## config.mk

```make
export PLATFORM = sky130hd
export DESIGN_NAME = fifo_queue_with_search
export DESIGN_NICKNAME = d
export VERILOG_FILES = /design/src/rtl/fqs_pkg.sv /design/src/rtl/fqs_ctrl.sv /design/src/rtl/fqs_dp.sv /design/src/rtl/fifo_queue_with_search.sv
export VERILOG_INCLUDE_DIRS = /design/src /design/src/rtl
export SDC_FILE = /design/constraint.sdc
export NUM_CORES = 1
export LEC_CHECK = 0
export BUFFER_PORTS_ARGS = -buffer_cell sky130_fd_sc_hd__buf_2
export CORE_MARGIN = 2
export CORE_UTILIZATION = 50
export DETAILED_ROUTE_END_ITERATION = 10
export GPL_ROUTABILITY_DRIVEN = 0
export PLACE_DENSITY = 0.68
export SLEW_MARGIN = 20
export SYNTH_ARGS = -nofsm -noshare
export SYNTH_HDL_FRONTEND = slang
export SYNTH_HIERARCHICAL = 1
export SYNTH_SLANG_ARGS = --single-unit
```

## constraint.sdc

```tcl
create_clock -name aclk -period 9.2 [get_ports aclk]
set_clock_uncertainty 0.15 [all_clocks]
set_input_delay 0.92 -clock aclk [delete_from_list [all_inputs] [get_ports aclk]]
set_output_delay 0.92 -clock aclk [all_outputs]
set_load 0.005 [all_outputs]
```

## src/rtl/assert_macros.svh

```systemverilog
// Assertion helpers, clocked on aclk and disabled while aresetn is low.
`ifndef ASSERT_MACROS_SVH
`define ASSERT_MACROS_SVH

// Same-cycle implication.
`define FQS_ASSERT_IMPL(lbl, ante, cons) \
    lbl: assert property (@(posedge aclk) disable iff (!aresetn) (ante) |-> (cons)) \
        else $error("fqs assertion failed");

// Next-cycle implication.
`define FQS_ASSERT_NEXT(lbl, ante, cons) \
    lbl: assert property (@(posedge aclk) disable iff (!aresetn) (ante) |=> (cons)) \
        else $error("fqs assertion failed");

`endif

```

## src/rtl/fqs_pkg.sv

```systemverilog
`timescale 1ns / 1ps

package fqs_pkg;

    localparam int DEPTH      = 16;
    localparam int DATA_WIDTH = 32;
    localparam int PTR_W      = $clog2(DEPTH);
    localparam int CNT_W      = $clog2(DEPTH + 1);
    localparam int WORD_W     = 32;
    localparam int POS_W      = 4;
    localparam int FILL_W     = 5;
    localparam int CMP_W      = ((POS_W > CNT_W) ? POS_W : CNT_W) + 1;

    typedef enum logic [1:0] {
        FUNC_ENQ    = 2'd0,
        FUNC_DEQ    = 2'd1,
        FUNC_SEARCH = 2'd2,
        FUNC_READ   = 2'd3
    } func_t;

    typedef enum logic [2:0] {
        ST_OK        = 3'd0,
        ST_EMPTY     = 3'd1,
        ST_FULL      = 3'd2,
        ST_NOT_FOUND = 3'd3,
        ST_BAD_POS   = 3'd4
    } status_t;

    typedef enum logic [2:0] {
        S_IDLE,
        S_EXEC,
        S_RDWAIT,
        S_SCAN,
        S_DONE
    } state_t;

    typedef struct packed {
        logic [1:0]                func;
        logic signed [WORD_W-1:0]  value;
        logic [POS_W-1:0]          position;
    } fqs_req_t;

    typedef struct packed {
        logic [2:0]                status;
        logic signed [WORD_W-1:0]  word_out;
        logic [POS_W-1:0]          found_index;
        logic [FILL_W-1:0]         fill_count;
    } fqs_rsp_t;

    typedef struct packed {
        logic    capture;
        logic    mem_wr;
        logic    rd_issue;
        logic    rd_scan;
        logic    deq;
        logic    set_res;
        status_t res_status;
        logic    res_word;
        logic    res_found;
        logic    load_out;
    } fqs_cmd_t;

    typedef struct packed {
        func_t func;
        logic  empty;
        logic  full;
        logic  pos_bad;
        logic  scan_more;
        logic  match;
        logic  scan_last;
        logic  out_free;
    } fqs_sts_t;

endpackage

```

## src/rtl/fqs_ctrl.sv

```systemverilog
`timescale 1ns / 1ps
`include "assert_macros.svh"

module fqs_ctrl
    import fqs_pkg::*;
(
    input  logic     aclk,
    input  logic     aresetn,
    input  logic     s_valid,
    output logic     s_ready,
    input  fqs_sts_t sts,
    output fqs_cmd_t cmd
);

    state_t state_reg;
    state_t state_next;

    always_ff @(posedge aclk) begin
        if (!aresetn) begin
            state_reg <= S_IDLE;
        end else begin
            state_reg <= state_next;
        end
    end

    always_comb begin
        state_next = state_reg;
        case (state_reg)
            S_IDLE: begin
                if (s_valid) begin
                    state_next = S_EXEC;
                end
            end
            S_EXEC: begin
                case (sts.func)
                    FUNC_ENQ: state_next = S_DONE;
                    FUNC_DEQ: state_next = sts.empty ? S_DONE : S_RDWAIT;
                    FUNC_SEARCH: state_next = sts.empty ? S_DONE : S_SCAN;
                    FUNC_READ: begin
                        state_next = (sts.empty || sts.pos_bad) ? S_DONE : S_RDWAIT;
                    end
                    default: state_next = S_DONE;
                endcase
            end
            S_RDWAIT: state_next = S_DONE;
            S_SCAN: begin
                if (sts.match || sts.scan_last) begin
                    state_next = S_DONE;
                end
            end
            S_DONE: begin
                if (sts.out_free) begin
                    state_next = S_IDLE;
                end
            end
            default: state_next = S_IDLE;
        endcase
    end

    always_comb begin
        cmd            = '0;
        cmd.res_status = ST_OK;
        s_ready        = 1'b0;
        case (state_reg)
            S_IDLE: begin
                s_ready     = 1'b1;
                cmd.capture = s_valid;
            end
            S_EXEC: begin
                case (sts.func)
                    FUNC_ENQ: begin
                        cmd.set_res = 1'b1;
                        if (sts.full) begin
                            cmd.res_status = ST_FULL;
                        end else begin
                            cmd.mem_wr = 1'b1;
                        end
                    end
                    FUNC_DEQ: begin
                        if (sts.empty) begin
                            cmd.set_res    = 1'b1;
                            cmd.res_status = ST_EMPTY;
                        end else begin
                            cmd.rd_issue = 1'b1;
                        end
                    end
                    FUNC_SEARCH: begin
                        if (sts.empty) begin
                            cmd.set_res    = 1'b1;
                            cmd.res_status = ST_EMPTY;
                        end
                    end
                    FUNC_READ: begin
                        if (sts.empty) begin
                            cmd.set_res    = 1'b1;
                            cmd.res_status = ST_EMPTY;
                        end else if (sts.pos_bad) begin
                            cmd.set_res    = 1'b1;
                            cmd.res_status = ST_BAD_POS;
                        end else begin
                            cmd.rd_issue = 1'b1;
                        end
                    end
                    default: begin
                        cmd.set_res = 1'b1;
                    end
                endcase
            end
            S_RDWAIT: begin
                cmd.set_res  = 1'b1;
                cmd.res_word = 1'b1;
                cmd.deq      = (sts.func == FUNC_DEQ);
            end
            S_SCAN: begin
                if (sts.match) begin
                    cmd.set_res   = 1'b1;
                    cmd.res_found = 1'b1;
                end else if (sts.scan_last) begin
                    cmd.set_res    = 1'b1;
                    cmd.res_status = ST_NOT_FOUND;
                end else if (sts.scan_more) begin
                    cmd.rd_issue = 1'b1;
                    cmd.rd_scan  = 1'b1;
                end
            end
            S_DONE: begin
                cmd.load_out = sts.out_free;
            end
            default: begin
                cmd.set_res = 1'b0;
            end
        endcase
    end

    `FQS_ASSERT_IMPL(a_scan_is_search, state_reg == S_SCAN, sts.func == FUNC_SEARCH)

endmodule

```

## src/rtl/fqs_dp.sv

```systemverilog
`timescale 1ns / 1ps
`include "assert_macros.svh"

module fqs_dp
    import fqs_pkg::*;
(
    input  logic     aclk,
    input  logic     aresetn,
    input  fqs_req_t s_data,
    output logic     m_valid,
    input  logic     m_ready,
    output fqs_rsp_t m_data,
    input  fqs_cmd_t cmd,
    output fqs_sts_t sts
);

    logic [DATA_WIDTH-1:0] mem [DEPTH];

    fqs_req_t              req_reg;
    logic [PTR_W-1:0]      head_reg, head_next;
    logic [PTR_W-1:0]      tail_reg, tail_next;
    logic [CNT_W-1:0]      count_reg, count_next;
    logic [CNT_W-1:0]      rd_idx_reg, rd_idx_next;
    logic                  cmp_valid_reg, cmp_valid_next;
    logic [PTR_W-1:0]      cmp_idx_reg;
    logic [DATA_WIDTH-1:0] rdata_reg;
    status_t               res_status_reg;
    logic [WORD_W-1:0]     res_word_reg;
    logic [POS_W-1:0]      res_found_reg;
    logic                  m_valid_reg, m_valid_next;
    fqs_rsp_t              m_data_reg;

    logic [PTR_W-1:0]      rd_off;
    logic [PTR_W:0]        rd_sum;
    logic [PTR_W-1:0]      rd_addr;
    logic [DATA_WIDTH-1:0] key;
    logic [PTR_W:0]        ring_occ;
    logic [PTR_W:0]        occ_exp;

    function automatic logic [PTR_W-1:0] ring_inc(input logic [PTR_W-1:0] p);
        logic [PTR_W-1:0] r;
        if (p == PTR_W'(DEPTH - 1)) begin
            r = '0;
        end else begin
            r = p + PTR_W'(1);
        end
        return r;
    endfunction

    assign key = DATA_WIDTH'($unsigned(req_reg.value));

    always_comb begin
        if (cmd.rd_scan) begin
            rd_off = rd_idx_reg[PTR_W-1:0];
        end else if (func_t'(req_reg.func) == FUNC_READ) begin
            rd_off = PTR_W'(req_reg.position);
        end else begin
            rd_off = '0;
        end
        rd_sum = {1'b0, head_reg} + {1'b0, rd_off};
        if (rd_sum >= (PTR_W + 1)'(DEPTH)) begin
            rd_addr = PTR_W'(rd_sum - (PTR_W + 1)'(DEPTH));
        end else begin
            rd_addr = rd_sum[PTR_W-1:0];
        end
    end

    always_comb begin
        sts.func      = func_t'(req_reg.func);
        sts.empty     = (count_reg == '0);
        sts.full      = (count_reg >= CNT_W'(DEPTH));
        sts.pos_bad   = (CMP_W'(req_reg.position) >= CMP_W'(count_reg));
        sts.scan_more = (rd_idx_reg < count_reg);
        sts.match     = cmp_valid_reg && (rdata_reg == key);
        sts.scan_last = cmp_valid_reg && (CNT_W'(cmp_idx_reg) == count_reg - CNT_W'(1));
        sts.out_free  = !m_valid_reg || m_ready;
    end

    always_comb begin
        head_next      = head_reg;
        tail_next      = tail_reg;
        count_next     = count_reg;
        rd_idx_next    = rd_idx_reg;
        cmp_valid_next = 1'b0;
        m_valid_next   = m_valid_reg;
        if (cmd.capture) begin
            rd_idx_next = '0;
        end
        if (cmd.mem_wr) begin
            tail_next  = ring_inc(tail_reg);
            count_next = count_reg + CNT_W'(1);
        end
        if (cmd.deq) begin
            head_next  = ring_inc(head_reg);
            count_next = count_reg - CNT_W'(1);
        end
        if (cmd.rd_scan) begin
            rd_idx_next    = rd_idx_reg + CNT_W'(1);
            cmp_valid_next = 1'b1;
        end
        if (cmd.load_out) begin
            m_valid_next = 1'b1;
        end else if (m_ready) begin
            m_valid_next = 1'b0;
        end
    end

    always_ff @(posedge aclk) begin
        if (!aresetn) begin
            head_reg      <= '0;
            tail_reg      <= '0;
            count_reg     <= '0;
            rd_idx_reg    <= '0;
            cmp_valid_reg <= 1'b0;
            m_valid_reg   <= 1'b0;
        end else begin
            head_reg      <= head_next;
            tail_reg      <= tail_next;
            count_reg     <= count_next;
            rd_idx_reg    <= rd_idx_next;
            cmp_valid_reg <= cmp_valid_next;
            m_valid_reg   <= m_valid_next;
        end
    end

    always_ff @(posedge aclk) begin
        if (cmd.mem_wr) begin
            mem[tail_reg] <= key;
        end
        if (cmd.rd_issue) begin
            rdata_reg <= mem[rd_addr];
        end
    end

    always_ff @(posedge aclk) begin
        if (cmd.capture) begin
            req_reg <= s_data;
        end
        if (cmd.rd_scan) begin
            cmp_idx_reg <= rd_idx_reg[PTR_W-1:0];
        end
        if (cmd.set_res) begin
            res_status_reg <= cmd.res_status;
            res_word_reg   <= cmd.res_word ? WORD_W'(rdata_reg) : '0;
            res_found_reg  <= cmd.res_found ? POS_W'(cmp_idx_reg) : '0;
        end
        if (cmd.load_out) begin
            m_data_reg.status      <= res_status_reg;
            m_data_reg.word_out    <= res_word_reg;
            m_data_reg.found_index <= res_found_reg;
            m_data_reg.fill_count  <= FILL_W'(count_reg);
        end
    end

    assign m_valid = m_valid_reg;
    assign m_data  = m_data_reg;

    always_comb begin
        if (tail_reg >= head_reg) begin
            ring_occ = {1'b0, tail_reg} - {1'b0, head_reg};
        end else begin
            ring_occ = {1'b0, tail_reg} + (PTR_W + 1)'(DEPTH) - {1'b0, head_reg};
        end
        occ_exp = (count_reg == CNT_W'(DEPTH)) ? '0 : (PTR_W + 1)'(count_reg);
    end

    `FQS_ASSERT_IMPL(a_no_overflow, cmd.mem_wr, count_reg < CNT_W'(DEPTH))
    `FQS_ASSERT_IMPL(a_no_underflow, cmd.deq, count_reg != '0)
    `FQS_ASSERT_IMPL(a_ring_matches_count, 1'b1, ring_occ == occ_exp)
    `FQS_ASSERT_IMPL(a_scan_in_range, cmp_valid_reg, CNT_W'(cmp_idx_reg) < count_reg)

endmodule

```

## src/rtl/fifo_queue_with_search.sv

```systemverilog
`timescale 1ns / 1ps
// Bounded FIFO queue of 32-bit words with enqueue, dequeue, search and read-at-position.
// Request beats arrive on s_valid/s_ready/s_data (func, value, position); each one
// returns exactly one result beat on m_valid/m_ready/m_data (status, word_out,
// found_index, fill_count), in request order.
// One request is processed at a time. After accept the controller enters an execute
// state; enqueue, and any request rejected as empty/full/bad position, go from there
// straight to the done state. Dequeue and read at position pass through a read-wait
// state for one registered read of the entry memory. Search passes through a scan state
// that stops at the first match or at the last entry; the scan reads one entry per cycle
// through the single memory read port. s_ready goes high again in the idle state, once
// the previous result has been loaded into the output register.
// The output register holds a result until m_ready; a stalled receiver keeps the
// block waiting with the next result pending, while s_ready stays low.
// Reset (aresetn low, synchronous) empties the queue: head, tail and count go to
// zero and no result is pending. Entry contents are not cleared.
module fifo_queue_with_search
    import fqs_pkg::*;
(
    input  logic     aclk,
    input  logic     aresetn,
    input  logic     s_valid,
    output logic     s_ready,
    input  fqs_req_t s_data,
    output logic     m_valid,
    input  logic     m_ready,
    output fqs_rsp_t m_data
);

    fqs_cmd_t cmd;
    fqs_sts_t sts;

    fqs_ctrl u_ctrl (
        .aclk    (aclk),
        .aresetn (aresetn),
        .s_valid (s_valid),
        .s_ready (s_ready),
        .sts     (sts),
        .cmd     (cmd)
    );

    fqs_dp u_dp (
        .aclk    (aclk),
        .aresetn (aresetn),
        .s_data  (s_data),
        .m_valid (m_valid),
        .m_ready (m_ready),
        .m_data  (m_data),
        .cmd     (cmd),
        .sts     (sts)
    );

endmodule

```

==> out/metrics.cfg <==
[cells_and_area]
drive_above_1_share_pct = 25.9
final_area_um2 = 30600
area_growth_pct = 14.0
largest_reg_flops = 512
fin_util_pct = 57.9
layout.nets = 1482

[timing]
hold_viol = 0
finalCriticalPeriod_ns = 7.24
rsz0062_at_grt = false
fmax_ghz = 0.138
tns_ns = 0
slew_viol_final = 0
worstMarginPinSlew_ns = 1.10
period_share_pct = 78.7
setup_viol = 0
relSlewSlack_pct = 26.7

[synthesis]
syn_area_per_cell_um2 = 21.0
synth_simple_gate_area_share_pct = 3.49
ys.flop_type = edfxtp_1
synth_compound_area_share_pct = 1.33
ys_top_cells_by_area = edfxtp_1 (75%), mux4_2 (11%), mux2i_1 (3.7%), dfxtp_1 (1.7%), and2_1 (1.4%)
yosys_warnings = 6
synthCells = 1275
synth_area_um2 = 26800
yosys-top-cells-count = edfxtp_1 (669), mux4_2 (128), mux2i_1 (99), and2_1 (59)
yosysMostFrequentCell = edfxtp_1
synth.top_cell.area_share_pct = 74.9
synth.area.mux_share_pct = 14.4
synth_nets = 1343
synth_top_family_by_area = multiplexers
synth-seq-area-share_pct = 76.6
ys_ff_latch = 692
synth_area_leader_cell = edfxtp_1
synth_xor_area_share_pct = 1.40
synth_edf_count = 669
yosys.area_share.adder_pct = 1.24
ys_async_sr_fraction_pct = 0
ys_types = 52

[clock_tree]
postCtsHoldBufs = 0
clkTransAtPathRegs_ns = 0.06
tritoncts = built
cts-resized-gates = 0
clk_path_buf_depth = 3
cts_root_buf = clkbuf_16
clock-sinks = 692
clkLatencyLatePin_ns = 0.61
cts_setup_buffers = 0
htreeDepth = 3
cts_made_buffers = 71

[worst_hold_path]
hp-class = flip-flop to flip-flop
min_path_cells = 0

[place]
place_area_um2 = 28100
dp_hpwl_mm = 30.7
port-buffer-count = 87

[floorplanning]
core.rowCount = 84
core_um2 = 52800
die_y_um = 236
ios = 88
die_w_um = 236
die_area_um2 = 55500
initial_utilization_pct = 50.8

[setup_path]
cp-end-kind = flip-flop
r2r_cells = 16
crit_arrival_ns = 7.39
startpoint_type = flip-flop
cp.required_ns = 9.35
crit_type = flip-flop to flip-flop
worstPathMaxFanout = 53

[grt]
grt_pass1_vias = 13000
antenna_found_initial = 3
grt-ovfl-total = 0
grt_pass1_wl_mm = 85.2
grt_util_all_layers_pct = 21.2
grt_max_degree = 54

[pwr]
irDropWorstVdd_mv = 0.145
p_total_mw = 6.73
p_leak_nw = 10.0
power.density_nw_per_um2 = 220

[run]
drv_cap = 0

[drt]
antenna_left = 0
route.detailed.drc = 0
via_count = 12700
wl_mm = 57.6
wl_per_cell_um = 26.7
viasPerCell = 5.88
first_pass_iters = 5
drt-initial-drc-count = 1232

[status]
status = finished clean

==> stage by stage <==
step / hold WS [ns] / std cells / worst slack [ns]
6_report: 0.262 / 2159 / 1.96
5_1_grt: 0.273 / 2158 / 1.45
4_1_cts: 0.263 / 2157 / 1.92
3_5_place_dp: 0.255 / 2028 / 1.96
3_3_place_gp: 0.252 / 2028 / 2.17
2_1_floorplan: 0.250 / 1275 / 3.58
==> routing by layer <==
metal | up-vias | routed length [um] | track usage (%)
met5 | - | 16 | 0
met4 | 2 | 1180 | 6.56
met1 | 6716 | 23700 | 28.7
li1 | 5450 | - | -
met2 | 451 | 29000 | 35.2
met3 | 80 | 3790 | 3.85
==> final timing paths <==
kind                                  startpoint                           end  slack (ns)
min          u_dp/res_found_reg[3]$_SDFFCE_PN0P_      u_dp/m_data[8]$_DFFE_PP_        0.26
max reg2reg               u_dp/key[10]$_DFFE_PP_  u_dp/rdata_reg[11]$_DFFE_PP_        1.96
max                       u_dp/key[10]$_DFFE_PP_  u_dp/rdata_reg[11]$_DFFE_PP_        1.96
min reg2reg  u_dp/res_found_reg[3]$_SDFFCE_PN0P_      u_dp/m_data[8]$_DFFE_PP_        0.26
==> layout make-up <==
| class | count | area [um^2] |
|---|---|---|
| Clock inverter | 43 | 492 |
| Fill cell | 3812 | 22200 |
| Sequential cell | 692 | 20500 |
| Clock buffer | 86 | 1920 |
| Timing Repair Buffer | 118 | 688 |
| Antenna cell | 1 | 2.50 |
| Inverter | 19 | 71.3 |
| Multi-Input combinational cell | 512 | 5980 |
| Tap cell | 688 | 861 |
==> power by group <==
part / switching, mW / total [mW] / internal [mW]
clock: 1.16 / 2.95 / 1.79
sequential: 0.0500 / 3.55 / 3.50
combinational: 0.123 / 0.228 / 0.105
==> placed cells by master (no fill, tap or decap), types with 22 or more instances in the layout <==
cell | Yosys | layout
buf_4 | 4 | 29
dfxtp_1 | 23 | 23
xnor2_1 | 35 | 35
ha_1 | 25 | 24
buf_2 | 2 | 87
mux4_2 | 128 | 128
nor2_1 | 22 | 22
clkbuf_16 | 0 | 75
edfxtp_1 | 669 | 669
and2_1 | 59 | 41
mux2i_1 | 99 | 99
==> kinds of logic (layout without fill, tap and decap cells) <==
group | count (synthesis) | count (layout)
adders and majority gates | 26 | 26
muxes | 227 | 227
other | 0 | 1
xor gates and xnor gates | 43 | 43
DFF | 692 | 692
and+or+nand+nor | 162 | 162
buffers and inverters | 71 | 266
AOI/OAI and AO/OA | 54 | 54
==> worst max-delay path, stage by stage (launching register included) <==
cell and delay [ns]:
edfxtp_1 0.60, xnor2_1 0.46, nand4_1 0.21, nor4_1 0.48, nand4_1 0.18, nor4_1 0.76
nor3b_1 0.16, nand3_1 0.20, inv_1 0.27, o21ai_0 0.42, ha_4 0.20, inv_1 0.06
fa_4 1.42, buf_4 0.65, mux4_2 0.39, mux2i_1 0.21, mux2i_1 0.10
Note: power is estimated with default switching activity, not from simulation.
